File: src/rtl/core/i2cm_pkg.sv
// Shared types and constants for the I2C master bit engine.
package i2cm_pkg;

  localparam int unsigned UT_W   = 13;
  localparam int unsigned WAIT_W = 16;

  localparam logic [UT_W-1:0] UNIT_TICKS_RESET = 13'd10;

  // Request codes carried in req_type
  typedef enum logic [2:0] {
    REQ_TICK    = 3'd0,
    REQ_RELEASE = 3'd1,
    REQ_START   = 3'd2,
    REQ_STOP    = 3'd3,
    REQ_WRITE   = 3'd4
  } req_code_t;

  // Active command sequence, one-hot
  typedef enum logic [4:0] {
    CMD_IDLE    = 5'b00001,
    CMD_RELEASE = 5'b00010,
    CMD_START   = 5'b00100,
    CMD_STOP    = 5'b01000,
    CMD_WRITE   = 5'b10000
  } cmd_t;

  typedef struct packed {
    logic [2:0] req_type;
    logic [7:0] data_byte;
    logic       line_sda;
  } req_word_t;

  typedef struct packed {
    logic scl_drive;
    logic sda_drive;
    logic busy_res;
    logic done_res;
    logic nack;
    logic rejected;
  } res_word_t;

endpackage

File: src/rtl/core/i2cm_ifs.sv
// Channel interfaces: request words, result words and the config write channel.
interface i2cm_req_if;
  logic       valid;
  logic       ready;
  logic [2:0] req_type;
  logic [7:0] data_byte;
  logic       line_sda;

  modport source (output valid, output req_type, output data_byte, output line_sda,
                  input ready);
  modport sink   (input valid, input req_type, input data_byte, input line_sda,
                  output ready);
endinterface

interface i2cm_res_if;
  logic valid;
  logic ready;
  logic scl_drive;
  logic sda_drive;
  logic busy_res;
  logic done_res;
  logic nack;
  logic rejected;

  modport source (output valid, output scl_drive, output sda_drive, output busy_res,
                  output done_res, output nack, output rejected, input ready);
  modport sink   (input valid, input scl_drive, input sda_drive, input busy_res,
                  input done_res, input nack, input rejected, output ready);
endinterface

interface i2cm_cfg_if;
  logic        valid;
  logic        ready;
  logic [12:0] data;

  modport source (output valid, output data, input ready);
  modport sink   (input valid, input data, output ready);
endinterface

File: src/rtl/core/i2cm_in_reg.sv
// Input register stage for request words.
module i2cm_in_reg (
  input  logic               clk,
  input  logic               rst,
  i2cm_req_if.sink           req,
  input  logic               take,
  output logic               word_valid,
  output i2cm_pkg::req_word_t word
);

  logic accept;

  // Accept when empty or when the held word moves on this cycle
  assign req.ready = !word_valid || take;
  assign accept    = req.valid && req.ready;

  always_ff @(posedge clk) begin
    if (rst) begin
      word_valid <= 1'b0;
    end else if (accept) begin
      word_valid <= 1'b1;
    end else if (take) begin
      word_valid <= 1'b0;
    end
  end

  // Payload, no reset needed
  always_ff @(posedge clk) begin
    if (accept) begin
      word.req_type  <= req.req_type;
      word.data_byte <= req.data_byte;
      word.line_sda  <= req.line_sda;
    end
  end

endmodule

File: src/rtl/core/i2cm_seq.sv
// Line sequencer: command state, phase/hold logic and the result register.
module i2cm_seq (
  input  logic                        clk,
  input  logic                        rst,
  input  logic                        cfg_wr,
  input  logic [i2cm_pkg::UT_W-1:0]   cfg_data,
  input  logic                        word_valid,
  input  i2cm_pkg::req_word_t         word,
  output logic                        take,
  output logic                        res_valid,
  input  logic                        res_ready,
  output i2cm_pkg::res_word_t         res_word
);

  typedef struct packed {
    i2cm_pkg::cmd_t                  cmd;
    logic [2:0]                      ph;
    logic [3:0]                      bit_idx;
    logic [7:0]                      sh;
    logic [i2cm_pkg::WAIT_W-1:0]     wait_cnt;
    logic                            ack;
    logic                            scl;
    logic                            sda;
  } st_t;

  typedef struct packed {
    st_t        st;
    logic [2:0] units;
  } apply_t;

  st_t                       st;
  st_t                       st_next;
  i2cm_pkg::res_word_t       res_next;
  logic [i2cm_pkg::UT_W-1:0] unit_ticks;

  // Line action of the current phase and its hold in units (0: no such phase)
  function automatic apply_t apply_phase(st_t s_in, logic sda_in);
    apply_t a;
    a.st    = s_in;
    a.units = 3'd0;
    case (s_in.cmd)
      i2cm_pkg::CMD_RELEASE: begin
        case (s_in.ph)
          3'd0: begin a.st.sda = 1'b1; a.units = 3'd1; end
          3'd1: begin a.st.scl = 1'b1; a.units = 3'd1; end
          default: a.units = 3'd0;
        endcase
      end
      i2cm_pkg::CMD_START: begin
        case (s_in.ph)
          3'd0: begin a.st.scl = 1'b1; a.units = 3'd3; end
          3'd1: begin a.st.sda = 1'b1; a.units = 3'd3; end
          3'd2: begin a.st.sda = 1'b0; a.units = 3'd3; end
          3'd3: begin a.st.scl = 1'b0; a.units = 3'd3; end
          default: a.units = 3'd0;
        endcase
      end
      i2cm_pkg::CMD_STOP: begin
        case (s_in.ph)
          3'd0: begin a.st.sda = 1'b0; a.units = 3'd3; end
          3'd1: begin a.st.scl = 1'b1; a.units = 3'd3; end
          3'd2: begin a.st.sda = 1'b1; a.units = 3'd3; end
          default: a.units = 3'd0;
        endcase
      end
      i2cm_pkg::CMD_WRITE: begin
        // Past the third phase of a data bit: move to the next bit
        if (a.st.bit_idx < 4'd8 && a.st.ph > 3'd2) begin
          a.st.bit_idx = a.st.bit_idx + 4'd1;
          a.st.ph      = 3'd0;
        end
        if (a.st.bit_idx < 4'd8) begin
          case (a.st.ph)
            3'd0: begin a.st.sda = a.st.sh[7]; a.units = 3'd3; end
            3'd1: begin a.st.scl = 1'b1; a.units = 3'd5; end
            default: begin
              a.st.scl = 1'b0;
              a.st.sh  = {a.st.sh[6:0], 1'b0};
              a.units  = 3'd2;
            end
          endcase
        end else begin
          // Acknowledge slot
          case (a.st.ph)
            3'd0: begin a.st.sda = 1'b1; a.units = 3'd3; end
            3'd1: begin a.st.scl = 1'b1; a.units = 3'd3; end
            3'd2: begin a.st.ack = !sda_in; a.units = 3'd2; end
            3'd3: begin a.st.scl = 1'b0; a.units = 3'd5; end
            default: a.units = 3'd0;
          endcase
        end
      end
      default: a.units = 3'd0;
    endcase
    return a;
  endfunction

  // Hold in ticks: units times unit_ticks by shift and add
  function automatic logic [i2cm_pkg::WAIT_W-1:0] hold_ticks(logic [2:0] units,
                                                              logic [i2cm_pkg::UT_W-1:0] ut);
    logic [i2cm_pkg::WAIT_W-1:0] u1;
    u1 = {{(i2cm_pkg::WAIT_W-i2cm_pkg::UT_W){1'b0}}, ut};
    case (units)
      3'd1:    return u1;
      3'd2:    return u1 << 1;
      3'd3:    return u1 + (u1 << 1);
      3'd5:    return u1 + (u1 << 2);
      default: return '0;
    endcase
  endfunction

  function automatic i2cm_pkg::cmd_t req_to_cmd(logic [2:0] rt);
    case (rt)
      i2cm_pkg::REQ_RELEASE: return i2cm_pkg::CMD_RELEASE;
      i2cm_pkg::REQ_START:   return i2cm_pkg::CMD_START;
      i2cm_pkg::REQ_STOP:    return i2cm_pkg::CMD_STOP;
      i2cm_pkg::REQ_WRITE:   return i2cm_pkg::CMD_WRITE;
      default:               return i2cm_pkg::CMD_IDLE;
    endcase
  endfunction

  assign take = word_valid && (!res_valid || res_ready);

  // Next state and result for the held request word
  always_comb begin
    apply_t a;
    st_t    s;
    logic   done;
    logic   nack;
    logic   rej;
    s    = st;
    done = 1'b0;
    nack = 1'b0;
    rej  = 1'b0;
    a    = '0;
    case (word.req_type)
      i2cm_pkg::REQ_RELEASE, i2cm_pkg::REQ_START, i2cm_pkg::REQ_STOP,
      i2cm_pkg::REQ_WRITE: begin
        if (st.cmd != i2cm_pkg::CMD_IDLE) begin
          rej = 1'b1;
        end else begin
          s.cmd     = req_to_cmd(word.req_type);
          s.ph      = 3'd0;
          s.bit_idx = 4'd0;
          s.sh      = word.data_byte;
          s.ack     = 1'b0;
          a         = apply_phase(s, word.line_sda);
          s         = a.st;
          s.wait_cnt = hold_ticks(a.units, unit_ticks);
        end
      end
      i2cm_pkg::REQ_TICK: begin
        if (st.cmd != i2cm_pkg::CMD_IDLE) begin
          if (st.wait_cnt > 16'd1) begin
            s.wait_cnt = st.wait_cnt - 16'd1;
          end else begin
            s.ph = st.ph + 3'd1;
            a    = apply_phase(s, word.line_sda);
            s    = a.st;
            if (a.units == 3'd0) begin
              // Sequence ends on this tick
              nack       = (st.cmd == i2cm_pkg::CMD_WRITE) && !s.ack;
              done       = 1'b1;
              s.cmd      = i2cm_pkg::CMD_IDLE;
              s.ph       = 3'd0;
              s.bit_idx  = 4'd0;
              s.wait_cnt = '0;
            end else begin
              s.wait_cnt = hold_ticks(a.units, unit_ticks);
            end
          end
        end
      end
      default: begin
        // Unknown codes leave everything as is
      end
    endcase
    st_next            = s;
    res_next.scl_drive = s.scl;
    res_next.sda_drive = s.sda;
    res_next.busy_res  = (s.cmd != i2cm_pkg::CMD_IDLE);
    res_next.done_res  = done;
    res_next.nack      = nack;
    res_next.rejected  = rej;
  end

  // Control state, config register and result valid
  always_ff @(posedge clk) begin
    if (rst) begin
      st.cmd      <= i2cm_pkg::CMD_IDLE;
      st.ph       <= 3'd0;
      st.bit_idx  <= 4'd0;
      st.sh       <= 8'd0;
      st.wait_cnt <= '0;
      st.ack      <= 1'b0;
      st.scl      <= 1'b1;
      st.sda      <= 1'b1;
      unit_ticks  <= i2cm_pkg::UNIT_TICKS_RESET;
      res_valid   <= 1'b0;
    end else begin
      if (cfg_wr) begin
        unit_ticks <= cfg_data;
      end
      if (take) begin
        st        <= st_next;
        res_valid <= 1'b1;
      end else if (res_ready) begin
        res_valid <= 1'b0;
      end
    end
  end

  // Result payload
  always_ff @(posedge clk) begin
    if (take) begin
      res_word <= res_next;
    end
  end

endmodule

File: src/rtl/core/i2c_master_bit_engine.sv
// Top level of the I2C master bit engine: request, result and config channels.
//
// Usage:
//   req carries one word per tick or command: req_type (0 tick, 1 release,
//   2 start, 3 stop, 4 write byte), data_byte for writes, and line_sda, the
//   sampled SDA level used at the acknowledge point of a write.
//   res returns exactly one word per request word, in order: the SCL/SDA
//   drive levels after that word, busy, done (end of a sequence), nack
//   (with done after a write) and rejected (command while busy).
//   cfg writes unit_ticks, the number of tick words per delay unit; it is
//   always ready; the user alone must write it only while the engine is idle.
// Path: a request word is held in the input register, then its result word
//   is registered in the result register, from which it is valid on res.
// Throughput: one word per cycle while res.ready is high; the sequencer state
//   updates in a single pass from the input register into the result register.
// Reset: lines released high, engine idle, unit_ticks = 10, both stages empty.
// Stall: while res.ready is low the result holds; one more request is taken
//   into the input register, after which req.ready drops until res drains.
module i2c_master_bit_engine (
  input  logic       clk,
  input  logic       rst,
  i2cm_cfg_if.sink   cfg,
  i2cm_req_if.sink   req,
  i2cm_res_if.source res
);

  logic                 word_valid;
  i2cm_pkg::req_word_t  word;
  logic                 take;
  i2cm_pkg::res_word_t  res_word;
  logic                 cfg_wr;

  // Config channel never stalls
  assign cfg.ready = 1'b1;
  assign cfg_wr    = cfg.valid && cfg.ready;

  i2cm_in_reg u_in_reg (
    .clk        (clk),
    .rst        (rst),
    .req        (req),
    .take       (take),
    .word_valid (word_valid),
    .word       (word)
  );

  i2cm_seq u_seq (
    .clk        (clk),
    .rst        (rst),
    .cfg_wr     (cfg_wr),
    .cfg_data   (cfg.data),
    .word_valid (word_valid),
    .word       (word),
    .take       (take),
    .res_valid  (res.valid),
    .res_ready  (res.ready),
    .res_word   (res_word)
  );

  // Result word onto the channel
  assign res.scl_drive = res_word.scl_drive;
  assign res.sda_drive = res_word.sda_drive;
  assign res.busy_res  = res_word.busy_res;
  assign res.done_res  = res_word.done_res;
  assign res.nack      = res_word.nack;
  assign res.rejected  = res_word.rejected;

endmodule

File: src/flat_wrapper.sv
// flat-port wrapper written by rule: the top's interface ports become plain ports
module i2c_master_bit_engine_flat 
  (clk, rst, cfg_valid, cfg_data, cfg_ready, req_valid, req_req_type, req_data_byte, req_line_sda, req_ready, res_valid, res_scl_drive, res_sda_drive, res_busy_res, res_done_res, res_nack, res_rejected, res_ready);
  i2cm_cfg_if cfg_i ();
  i2cm_req_if req_i ();
  i2cm_res_if res_i ();
  input  logic clk;
  input  logic rst;
  input wire logic [$bits(cfg_i.valid)-1:0] cfg_valid;
  input wire logic [$bits(cfg_i.data)-1:0] cfg_data;
  output wire logic [$bits(cfg_i.ready)-1:0] cfg_ready;
  input wire logic [$bits(req_i.valid)-1:0] req_valid;
  input wire logic [$bits(req_i.req_type)-1:0] req_req_type;
  input wire logic [$bits(req_i.data_byte)-1:0] req_data_byte;
  input wire logic [$bits(req_i.line_sda)-1:0] req_line_sda;
  output wire logic [$bits(req_i.ready)-1:0] req_ready;
  output wire logic [$bits(res_i.valid)-1:0] res_valid;
  output wire logic [$bits(res_i.scl_drive)-1:0] res_scl_drive;
  output wire logic [$bits(res_i.sda_drive)-1:0] res_sda_drive;
  output wire logic [$bits(res_i.busy_res)-1:0] res_busy_res;
  output wire logic [$bits(res_i.done_res)-1:0] res_done_res;
  output wire logic [$bits(res_i.nack)-1:0] res_nack;
  output wire logic [$bits(res_i.rejected)-1:0] res_rejected;
  input wire logic [$bits(res_i.ready)-1:0] res_ready;
  assign cfg_i.valid = cfg_valid;
  assign cfg_i.data = cfg_data;
  assign cfg_ready = cfg_i.ready;
  assign req_i.valid = req_valid;
  assign req_i.req_type = req_req_type;
  assign req_i.data_byte = req_data_byte;
  assign req_i.line_sda = req_line_sda;
  assign req_ready = req_i.ready;
  assign res_valid = res_i.valid;
  assign res_scl_drive = res_i.scl_drive;
  assign res_sda_drive = res_i.sda_drive;
  assign res_busy_res = res_i.busy_res;
  assign res_done_res = res_i.done_res;
  assign res_nack = res_i.nack;
  assign res_rejected = res_i.rejected;
  assign res_i.ready = res_ready;
  i2c_master_bit_engine u_core (.clk(clk), .rst(rst), .cfg(cfg_i), .req(req_i), .res(res_i));
endmodule
File: config.mk
export PLATFORM = sky130hd
export DESIGN_NAME = i2c_master_bit_engine_flat
export DESIGN_NICKNAME = d
export VERILOG_FILES = /design/src/rtl/core/i2cm_pkg.sv /design/src/rtl/core/i2cm_ifs.sv /design/src/rtl/core/i2cm_in_reg.sv /design/src/rtl/core/i2cm_seq.sv /design/src/rtl/core/i2c_master_bit_engine.sv /design/src/flat_wrapper.sv
export SDC_FILE = /design/constraint.sdc
export NUM_CORES = 1
export LEC_CHECK = 0
export BUFFER_PORTS_ARGS = -buffer_cell sky130_fd_sc_hd__buf_4
export CAP_MARGIN = 20
export CORE_AREA = 2 2 165 118
export DETAILED_ROUTE_END_ITERATION = 6
export DIE_AREA = 0 0 167 120
export HOLD_SLACK_MARGIN = 0.12
export MAX_ROUTING_LAYER = met4
export PLACE_DENSITY_LB_ADDON = 0.2
export SYNTH_ARGS = -nofsm -noshare
export SYNTH_HDL_FRONTEND = slang
export SYNTH_SLANG_ARGS = --single-unit
File: constraint.sdc
create_clock -name clk -period 2.8 [get_ports clk]
set_clock_uncertainty 0.1 [all_clocks]
set_input_delay 0.28 -clock clk [delete_from_list [all_inputs] [get_ports clk]]
set_output_delay 0.28 -clock clk [all_outputs]
set_load 0.005 [all_outputs]
==> reports/qor.json, run 1 <==
{
  "initial_core_util_pct": 29.5,
  "gr-usage-met1_pct": 27.6,
  "clk_path_buf_depth": 2,
  "ioPinCount": 39,
  "synth.top_cell.area_share_pct": 19.8,
  "max_freq_ghz": 0.370,
  "maximum_vdd_ir_drop_v": 0.000228,
  "grt_max_degree": 29,
  "core_um2": 18600,
  "met3_usage_pct": 2.61,
  "max_cap_violations": 0,
  "area_delta_synth_final_pct": 34.0,
  "p_leak_nw": 2.86,
  "power.switching_fraction_pct": 32.2,
  "power_frac_seq_pct": 34.5,
  "final_net_count": 841,
  "hold_viol": 0,
  "cts_made_buffers": 9,
  "tritoncts": "built",
  "post_drt_via_cell_ratio": 5.53,
  "period_share_pct": 96.7,
  "async_flop_share_pct": 0,
  "buffer_ports.inserted": 37,
  "share_clk_of_total_power_pct": 36.1,
  "ctsHtreeMaxLevel": 3,
  "synth_cells": 654,
  "critical_path_peak_fanout": 6,
  "finalSetupTns_ns": 0,
  "place.detailed.hpwl_um": 13400,
  "hold_path_class": "input pin to flip-flop",
  "gr-max-usage-layer": "met1",
  "ys_warn_count": 0,
  "maxSlewViolCount": 0,
  "initial_antenna_violation_count": 0,
  "post_layout_nonfiller_instances": 1023,
  "place.gp.congestion": 0.932,
  "critPathCaptureType": "flip-flop",
  "worstSetupStartpointType": "flip-flop",
  "worstSetupPathType": "flip-flop to flip-flop",
  "synth.top_cells.by_area": "sky130_fd_sc_hd__dfxtp_1 20%, sky130_fd_sc_hd__edfxtp_1 9.9%, sky130_fd_sc_hd__ha_1 7.6%",
  "yosysUniqueCellTypes": 81,
  "net-switching-power_mw": 1.10,
  "drt_iter0_drc": 443,
  "cp.arrival_ns": 2.84,
  "numClockSinks": 72,
  "clk_pin_slew_worst_paths_ns": 0.06,
  "die_x_um": 167,
  "finish.utilization_pct": 39.5,
  "drive_above_1_share_pct": 26.1,
  "outcome": "complete, no violations",
  "synth.largest_area_cell": "sky130_fd_sc_hd__dfxtp_1",
  "tightest_slew_ns": 0.587,
  "period_needed_ns": 2.71,
  "detail_route.first_pass.iterations": 5,
  "postSynthRegisterBits": 72,
  "clock_insertion_delay_worst_skew_ns": 0.36,
  "ys_seq_area_share_pct": 29.7,
  "yosys_most_used_dff": "sky130_fd_sc_hd__dfxtp_1",
  "grt_pass1_wl_um": 28100,
  "vias": 5657,
  "mean_area_per_synthesized_cell_um2": 8.36,
  "met2_usage_pct": 24.8,
  "ant_nets": 0,
  "floorplan.rows": 42,
  "drt_wl_total_um": 18000,
  "synth_enable_flop_cells": 18,
  "synth.cell_area_um2": 5470,
  "placed_cells": 973,
  "timing.critical_path.required_ns": 2.93,
  "n_antenna_cell": 0,
  "total_die_area_um2": 20000,
  "synth_nets": 719,
  "die_height_um": 120,
  "avgRoutedWirePerCell_um": 17.5,
  "grt_use_total_pct": 18.2,
  "internal_power_mw": 2.32,
  "post-route-drc-count": 0,
  "first_global_vias": 5173,
  "p_comb_share_pct": 29.4,
  "cts_root_buffer": "sky130_fd_sc_hd__clkbuf_16",
  "remaining_max_slew_budget_at_the_tightest_pin_pct": 60.9,
  "power.density_cell_area_nw_per_um2": 468,
  "setup_viol": 0,
  "overall_overflow_remaining_after_global_route": 0
}
==> placed cells by master (no fill, tap or decap), types with 13 or more instances in the layout <==
cell type                       synthesis  routed
sky130_fd_sc_hd__nand3_1               15      13
sky130_fd_sc_hd__nor3_1                30      30
sky130_fd_sc_hd__a21oi_1               57      55
sky130_fd_sc_hd__inv_1                 15      13
sky130_fd_sc_hd__a221oi_1              18      14
sky130_fd_sc_hd__nand2_1               50      50
sky130_fd_sc_hd__dfxtp_1               54      48
sky130_fd_sc_hd__nor2_1                62      60
sky130_fd_sc_hd__ha_1                  33      26
sky130_fd_sc_hd__edfxtp_1              18      18
sky130_fd_sc_hd__buf_4                  2     116
sky130_fd_sc_hd__o21ai_0               31      29
sky130_fd_sc_hd__xnor2_1               23      21
sky130_fd_sc_hd__mux2i_1               15      15
sky130_fd_sc_hd__dlygate4sd3_1          0      26
==> path summary, 6_finish.rpt <==
check | to | depth (start not counted) | from | slack (ns)
setup / recovery | u_core.u_seq.st[15]$_SDFFE_PP0P_ | 10 | u_core.u_seq.unit_ticks[1]$_SDFFE_PP1P_ | 0.09
hold / removal | u_core.u_seq.res_valid$_SDFFE_PP0P_ | 4 | res_ready | 0.16
setup reg to reg | u_core.u_seq.st[15]$_SDFFE_PP0P_ | 10 | u_core.u_seq.unit_ticks[1]$_SDFFE_PP1P_ | 0.09
hold reg to reg | u_core.u_seq.st[26]$_SDFFE_PP0P_ | 2 | u_core.u_seq.st[26]$_SDFFE_PP0P_ | 0.39
==> Yosys cell counts, drive strengths merged, types with 3 or more instances <==
library cell	count
a222oi	8
a21oi	62
o22ai	6
o211ai	4
nand4	4
buf	12
edfxtp	18
a31oi	9
a221oi	18
nand2b	7
and3	5
inv	16
o31a	3
a221o	6
nand2	53
nor3	32
nor4	12
nor2	65
o31ai	4
a21o	9
dfxtp	54
ha	33
xnor2	23
nor2b	7
nand3	15
mux2i	15
a22o	4
clkbuf	23
o21bai	3
and2	8
xor2	10
o21ai	42
o21a	7
a211oi	12
or3	7
==> state kept, by name, indices dropped and copies added, names as in the netlist <==
name	count
u_core.u_in_reg.word	12
u_core.u_seq.res_word	6
u_core.u_seq.res_valid	1
u_core.u_in_reg.word_valid	1
u_core.u_seq.unit_ticks	13
u_core.u_seq.st	39
==> metal layers <==
metal,vias up,routed length (um)
met5,-,0
met3,17,1050
li1,2720,-
met1,2713,9300
met4,0,212
met2,207,7390
==> area by class of cell <==
type,count,area [um2]
Multi-Input combinational cell,531,3830
Clock inverter,4,31.3
Timing Repair Buffer,146,1180
Tap cell,242,303
Fill cell,1873,11200
Inverter,16,60.1
Clock buffer,12,289
Sequential cell,72,1630
==> metrics by stage <==
step	power, mW	hold slack, ns	setup slack [ns]	area (um2)
floorplan	1.79	0.279	0.0164	5470
global placement	2.08	0.350	-0.111	6460
detailed placement	2.09	0.359	-0.117	6460
CTS	3.38	0.159	0.000827	7080
global route	3.58	0.184	-0.0654	7330
finish	3.43	0.157	0.0937	7330
==> logic make-up after synthesis <==
family / Yosys count / synth area share [%]
other: 1 / 0.0686
flip-flops: 72 / 29.7
AO/OA/AOI/OAI: 220 / 28.3
XOR/XNOR: 33 / 5.29
multiplexers: 16 / 2.95
adder cells (fa/ha/maj): 35 / 8.29
AND/OR/NAND/NOR: 226 / 21.4
buffers and inverters: 51 / 4.07
==> critical path: stages, from the launching register on <==
cell and delay [ns]:
sky130_fd_sc_hd__dfxtp_2 0.32, sky130_fd_sc_hd__buf_6 0.13, sky130_fd_sc_hd__ha_4 0.24, sky130_fd_sc_hd__a211oi_2 0.18
sky130_fd_sc_hd__o21bai_1 0.11, sky130_fd_sc_hd__o31a_1 0.32, sky130_fd_sc_hd__a31o_2 0.28, sky130_fd_sc_hd__o31a_1 0.34
sky130_fd_sc_hd__xnor2_2 0.17, sky130_fd_sc_hd__a221oi_2 0.29, sky130_fd_sc_hd__o22ai_1 0.11
==> what timing repair did <==
action / in CTS / in global routing
setup buffers: 1 / 7
hold buffers: 26 / 0
pin swaps: 4 / 18
endpoints found under the hold margin: 26 / 0
gates resized for setup: 8 / 43
setup endpoints to repair: 3 / 19
==> power groups by stage <==
stage | Clock [mW] | Combinational (mW) | Sequential [mW]
finish | 1.24 | 1.01 | 1.18
global route | 1.29 | 1.10 | 1.19
CTS | 1.26 | 0.940 | 1.18
detailed placement | 0 | 0.894 | 1.20
global placement | 0 | 0.887 | 1.20
floorplan | 0 | 0.596 | 1.19
Note: power is estimated with default switching activity, not from simulation.
==> run 2, diff against run 1 <==
--- a/config.mk
+++ b/config.mk
@@ -5,11 +5,12 @@
 export SDC_FILE = /design/constraint.sdc
 export NUM_CORES = 1
 export LEC_CHECK = 0
+export ABC_AREA = 1
 export BUFFER_PORTS_ARGS = -buffer_cell sky130_fd_sc_hd__buf_4
 export CAP_MARGIN = 20
-export CORE_AREA = 2 2 165 118
+export CORE_AREA = 2 2 167 120
 export DETAILED_ROUTE_END_ITERATION = 6
-export DIE_AREA = 0 0 167 120
+export DIE_AREA = 0 0 169 122
 export HOLD_SLACK_MARGIN = 0.12
 export MAX_ROUTING_LAYER = met4
 export PLACE_DENSITY_LB_ADDON = 0.2
==> run 2 against run 1 <==
  * Final cell count is 15% higher
  * Critical path depth rose by 8
  * Die area is 2.9% higher
  * Utilization fell by 3.5 points
  * Total power is 4.7% lower
  * Critical path type unchanged
  * Critical endpoint is now u_core.u_seq.st[27]$_SDFFE_PP0P_
==> reports/qor.json, run 2 <==
{
  "top_register": "u_core.u_seq.st",
  "grt_pass1_wl": {"value": 28900, "unit": "um", "change": "+2.8%"},
  "async_flop_share": {"value": 0, "unit": "%", "change": "unchanged"},
  "clk_pin_slew_worst_paths": {"value": 0.07, "unit": "ns", "change": "about the same"},
  "most-common-layout-cells": "185 x sky130_fd_sc_hd__nand2_1, 93 x sky130_fd_sc_hd__inv_1, 87 x sky130_fd_sc_hd__o21ai_0, 80 x sky130_fd_sc_hd__a21oi_1, 67 x sky130_fd_sc_hd__nor2_1",
  "cts_root_buffer": "sky130_fd_sc_hd__clkbuf_16",
  "detail_route.first_pass.iterations": {"value": 4, "change": "-1"},
  "drive_above_1_share": {"value": 13.1, "unit": "%", "change": "-13 points"},
  "overall_overflow_remaining_after_global_route": {"value": 0, "change": "unchanged"},
  "postSynthRegisterBits": {"value": 72, "change": "unchanged"},
  "area_delta_synth_final_pct": 23.5,
  "max_freq": {"value": 0.392, "unit": "GHz", "change": "+6.0%"},
  "ctsHtreeMaxLevel": {"value": 3, "change": "unchanged"},
  "dpl-instance-area": {"value": 6310, "unit": "um2", "change": "-2.4%"},
  "tritoncts": "built",
  "die_x": {"value": 169, "unit": "um", "change": "+1.2%"},
  "max_cap_violations": {"value": 0, "change": "unchanged"},
  "avgRoutedWirePerCell": {"value": 15.3, "unit": "um", "change": "-13%"},
  "first_global_vias": {"value": 5345, "change": "+3.3%"},
  "ant_nets": {"value": 0, "change": "unchanged"},
  "post-route-drc-count": {"value": 0, "change": "unchanged"},
  "clock_insertion_delay_worst_skew": {"value": 0.36, "unit": "ns", "change": "about the same"},
  "synth_nets": {"value": 900, "change": "+25%"},
  "vias": {"value": 5849, "change": "+3.4%"},
  "r2r.worst_path.cells": {"value": 18, "change": "+8"},
  "post_drt_via_cell_ratio": {"value": 4.97, "change": "-10%"},
  "worstSetupStartpointType": "flip-flop",
  "grt_max_degree": {"value": 25, "change": "-14%"},
  "p_leak": {"value": 3.09, "unit": "nW", "change": "+7.9%"},
  "postLayoutCellArea": {"value": 6940, "unit": "um2", "change": "-5.3%"},
  "worstSetupPathType": "flip-flop to flip-flop",
  "number_of_flip_flops_in_the_largest_register": {"value": 39, "change": "unchanged"},
  "ys_warn_count": {"value": 0, "change": "unchanged"},
  "place.detailed.hpwl": {"value": 13800, "unit": "um", "change": "+3.2%"},
  "remaining_max_slew_budget_at_the_tightest_pin": {"value": 56.1, "unit": "%", "change": "-4.8 points"},
  "final_common_cell": "sky130_fd_sc_hd__nand2_1",
  "period_needed": {"value": 2.55, "unit": "ns", "change": "-0.154 ns"},
  "total_die_area": {"value": 20600, "unit": "um2", "change": "+2.9%"},
  "final_net_count": {"value": 989, "change": "+18%"},
  "tightest_slew": {"value": 0.658, "unit": "ns", "change": "+0.0711 ns"},
  "min_path_cells": {"value": 3, "change": "-1"},
  "synth.top_cell.area_share": {"value": 19.2, "unit": "%", "change": "-0.53 points"},
  "synth_enable_flop_cells": {"value": 18, "change": "unchanged"},
  "yosysMostFrequentCell": "sky130_fd_sc_hd__nand2_1",
  "place.gp.congestion": {"value": 0.942, "change": "+1.1%"},
  "floorplan.rows": {"value": 43, "change": "+2.4%"},
  "critical_path_peak_fanout": {"value": 6, "change": "unchanged"},
  "ys_seq_area_share": {"value": 28.9, "unit": "%", "change": "-0.80 points"},
  "synth.cell_area": {"value": 5620, "unit": "um2", "change": "+2.8%"},
  "drt_iter0_drc": {"value": 540, "change": "+22%"},
  "largestRegisters": "u_core.u_seq.st (39), u_core.u_seq.unit_ticks (13), u_core.u_in_reg.word (12)",
  "synth.largest_area_cell": "sky130_fd_sc_hd__dfxtp_1",
  "maxSlewViolCount": {"value": 0, "change": "unchanged"},
  "timing.hold.ws": {"value": 0.125, "unit": "ns", "change": "-0.0326 ns"},
  "timing.critical_path.required": {"value": 2.95, "unit": "ns", "change": "+0.02 ns"},
  "cts_made_buffers": {"value": 9, "change": "unchanged"},
  "grt_use_total": {"value": 18.5, "unit": "%", "change": "+0.30 points"},
  "outcome": "complete, no violations",
  "core": {"value": 19300, "unit": "um2", "change": "+3.8%"},
  "num-fill-cells": {"value": 2056, "change": "+9.8%"},
  "drt_wl_total": {"value": 18000, "unit": "um", "change": "about the same"},
  "synth_cells": {"value": 835, "change": "+28%"},
  "clk_path_buf_depth": {"value": 2, "change": "unchanged"},
  "hold_path_class": "input pin to flip-flop",
  "die_height": {"value": 122, "unit": "um", "change": "+1.7%"},
  "maximum_vdd_ir_drop": {"value": 0.000237, "unit": "V", "change": "+3.9%"},
  "period_share": {"value": 91.1, "unit": "%", "change": "-5.5 points"},
  "cp.arrival": {"value": 2.70, "unit": "ns", "change": "-0.14 ns"},
  "numClockSinks": {"value": 72, "change": "unchanged"},
  "n_antenna_cell": {"value": 0, "change": "unchanged"},
  "synth_commonest_cells": "187 x sky130_fd_sc_hd__nand2_1, 93 x sky130_fd_sc_hd__inv_1, 87 x sky130_fd_sc_hd__o21ai_0",
  "buffer_ports.inserted": {"value": 37, "change": "unchanged"},
  "hold_viol": {"value": 0, "change": "unchanged"},
  "synth.top_cells.by_area": "sky130_fd_sc_hd__dfxtp_1 19%, sky130_fd_sc_hd__nand2_1 12%, sky130_fd_sc_hd__edfxtp_1 9.6%",
  "initial_core_util": {"value": 29.2, "unit": "%", "change": "-0.30 points"},
  "yosysUniqueCellTypes": {"value": 49, "change": "-40%"},
  "mean_area_per_synthesized_cell": {"value": 6.73, "unit": "um2", "change": "-20%"},
  "initial_antenna_violation_count": {"value": 0, "change": "unchanged"},
  "critPathCaptureType": "flip-flop",
  "ioPinCount": {"value": 39, "change": "unchanged"},
  "setup_viol": {"value": 0, "change": "unchanged"},
  "power.density_cell_area": {"value": 471, "unit": "nW/um2", "change": "+0.63%"},
  "yosys_most_used_dff": "sky130_fd_sc_hd__dfxtp_1"
}
## run 2: per-layer routing
layer | wire (um) | up-vias | GRT usage, % | part of all wire (%)
met5 | 0 | - | - | 0
met3 | 1090 | 10 | 4.09 | 6.0
met4 | 143 | 0 | 3.79 | 0.80
met1 | 10000 | 2657 | 28.6 | 56
li1 | - | 3036 | - | -
met2 | 6700 | 146 | 24.0 | 37
## run 2: critical path: stages (launching register included)
cell                       delay (ns)
sky130_fd_sc_hd__dfxtp_2         0.38
sky130_fd_sc_hd__clkinv_1        0.10
sky130_fd_sc_hd__ha_1            0.32
sky130_fd_sc_hd__nand2_1         0.07
sky130_fd_sc_hd__nand3_1         0.14
sky130_fd_sc_hd__nand2_2         0.14
sky130_fd_sc_hd__nand4_1         0.12
sky130_fd_sc_hd__nand2_1         0.10
sky130_fd_sc_hd__nand2_1         0.06
sky130_fd_sc_hd__nand2_1         0.10
sky130_fd_sc_hd__nand2_2         0.09
sky130_fd_sc_hd__nor2_4          0.14
sky130_fd_sc_hd__buf_4           0.13
sky130_fd_sc_hd__nor2_4          0.04
sky130_fd_sc_hd__buf_4           0.16
sky130_fd_sc_hd__nand2_1         0.05
sky130_fd_sc_hd__nor2_1          0.04
sky130_fd_sc_hd__o21ai_1         0.12
sky130_fd_sc_hd__nor2_1          0.05
## run 2: layout make-up
class	instances	area, um2	area share (%)
timing repair buffer	93	766	11.0
sequential	72	1620	23.4
inverter	105	399	5.75
multi-input combinational	643	3550	51.2
clock buffer	9	225	3.25
tap	247	309	4.45
clock inverter	7	63.8	0.920
## run 2: timing repair
action                                  CTS  global route
hold endpoints to repair                 24             0
buffers inserted                          0             6
hold buffers                             27             0
gates resized for setup                   0             9
endpoints found under the setup margin    0            23
## run 2: logic make-up (layout without fill, tap and decap cells)
| family | after synthesis | count (layout) | share of synthesized area (%) |
|---|---|---|---|
| compound gates | 216 | 216 | 22.0 |
| xor+xnor | 27 | 27 | 4.21 |
| fa+ha+maj | 35 | 35 | 8.06 |
| buf+inv | 120 | 214 | 8.28 |
| flops | 72 | 72 | 28.9 |
| other cells | 1 | 1 | 0.0668 |
| simple gates | 364 | 364 | 28.6 |
## run 2: final timing paths
path	start	endpoint	slack [ns]
worst min-delay path	cfg_data[7]	u_core.u_seq.unit_ticks[7]$_SDFFE_PP0P_	0.12
worst min register to register	u_core.u_seq.st[23]$_SDFFE_PP0P_	u_core.u_seq.st[23]$_SDFFE_PP0P_	0.37
worst max-delay path	u_core.u_seq.st[31]$_SDFFE_PP0P_	u_core.u_seq.st[27]$_SDFFE_PP0P_	0.25
worst max register to register	u_core.u_seq.st[31]$_SDFFE_PP0P_	u_core.u_seq.st[27]$_SDFFE_PP0P_	0.25
## run 2: power by group
| part | internal (mW) | switching, mW |
|---|---|---|
| clock network | 0.620 | 0.529 |
| logic | 0.352 | 0.563 |
| registers | 1.13 | 0.0724 |
## run 2: metrics by stage
stage / TNS [ns] / worst slack, ns / instances / util, % / total power [mW]
2_1_floorplan: 0 / 0.202 / 835 / - / 1.81
3_3_place_gp: 0 / 0.0982 / 1127 / 32.7 / 2.09
3_5_place_dp: 0 / 0.0460 / 1127 / 32.7 / 2.08
4_1_cts: 0 / 0.00183 / 1170 / 35.7 / 3.28
5_1_grt: -0.0107 / -0.00695 / 1176 / 36.0 / 3.46
6_report: 0 / 0.248 / 1176 / 36.0 / 3.27
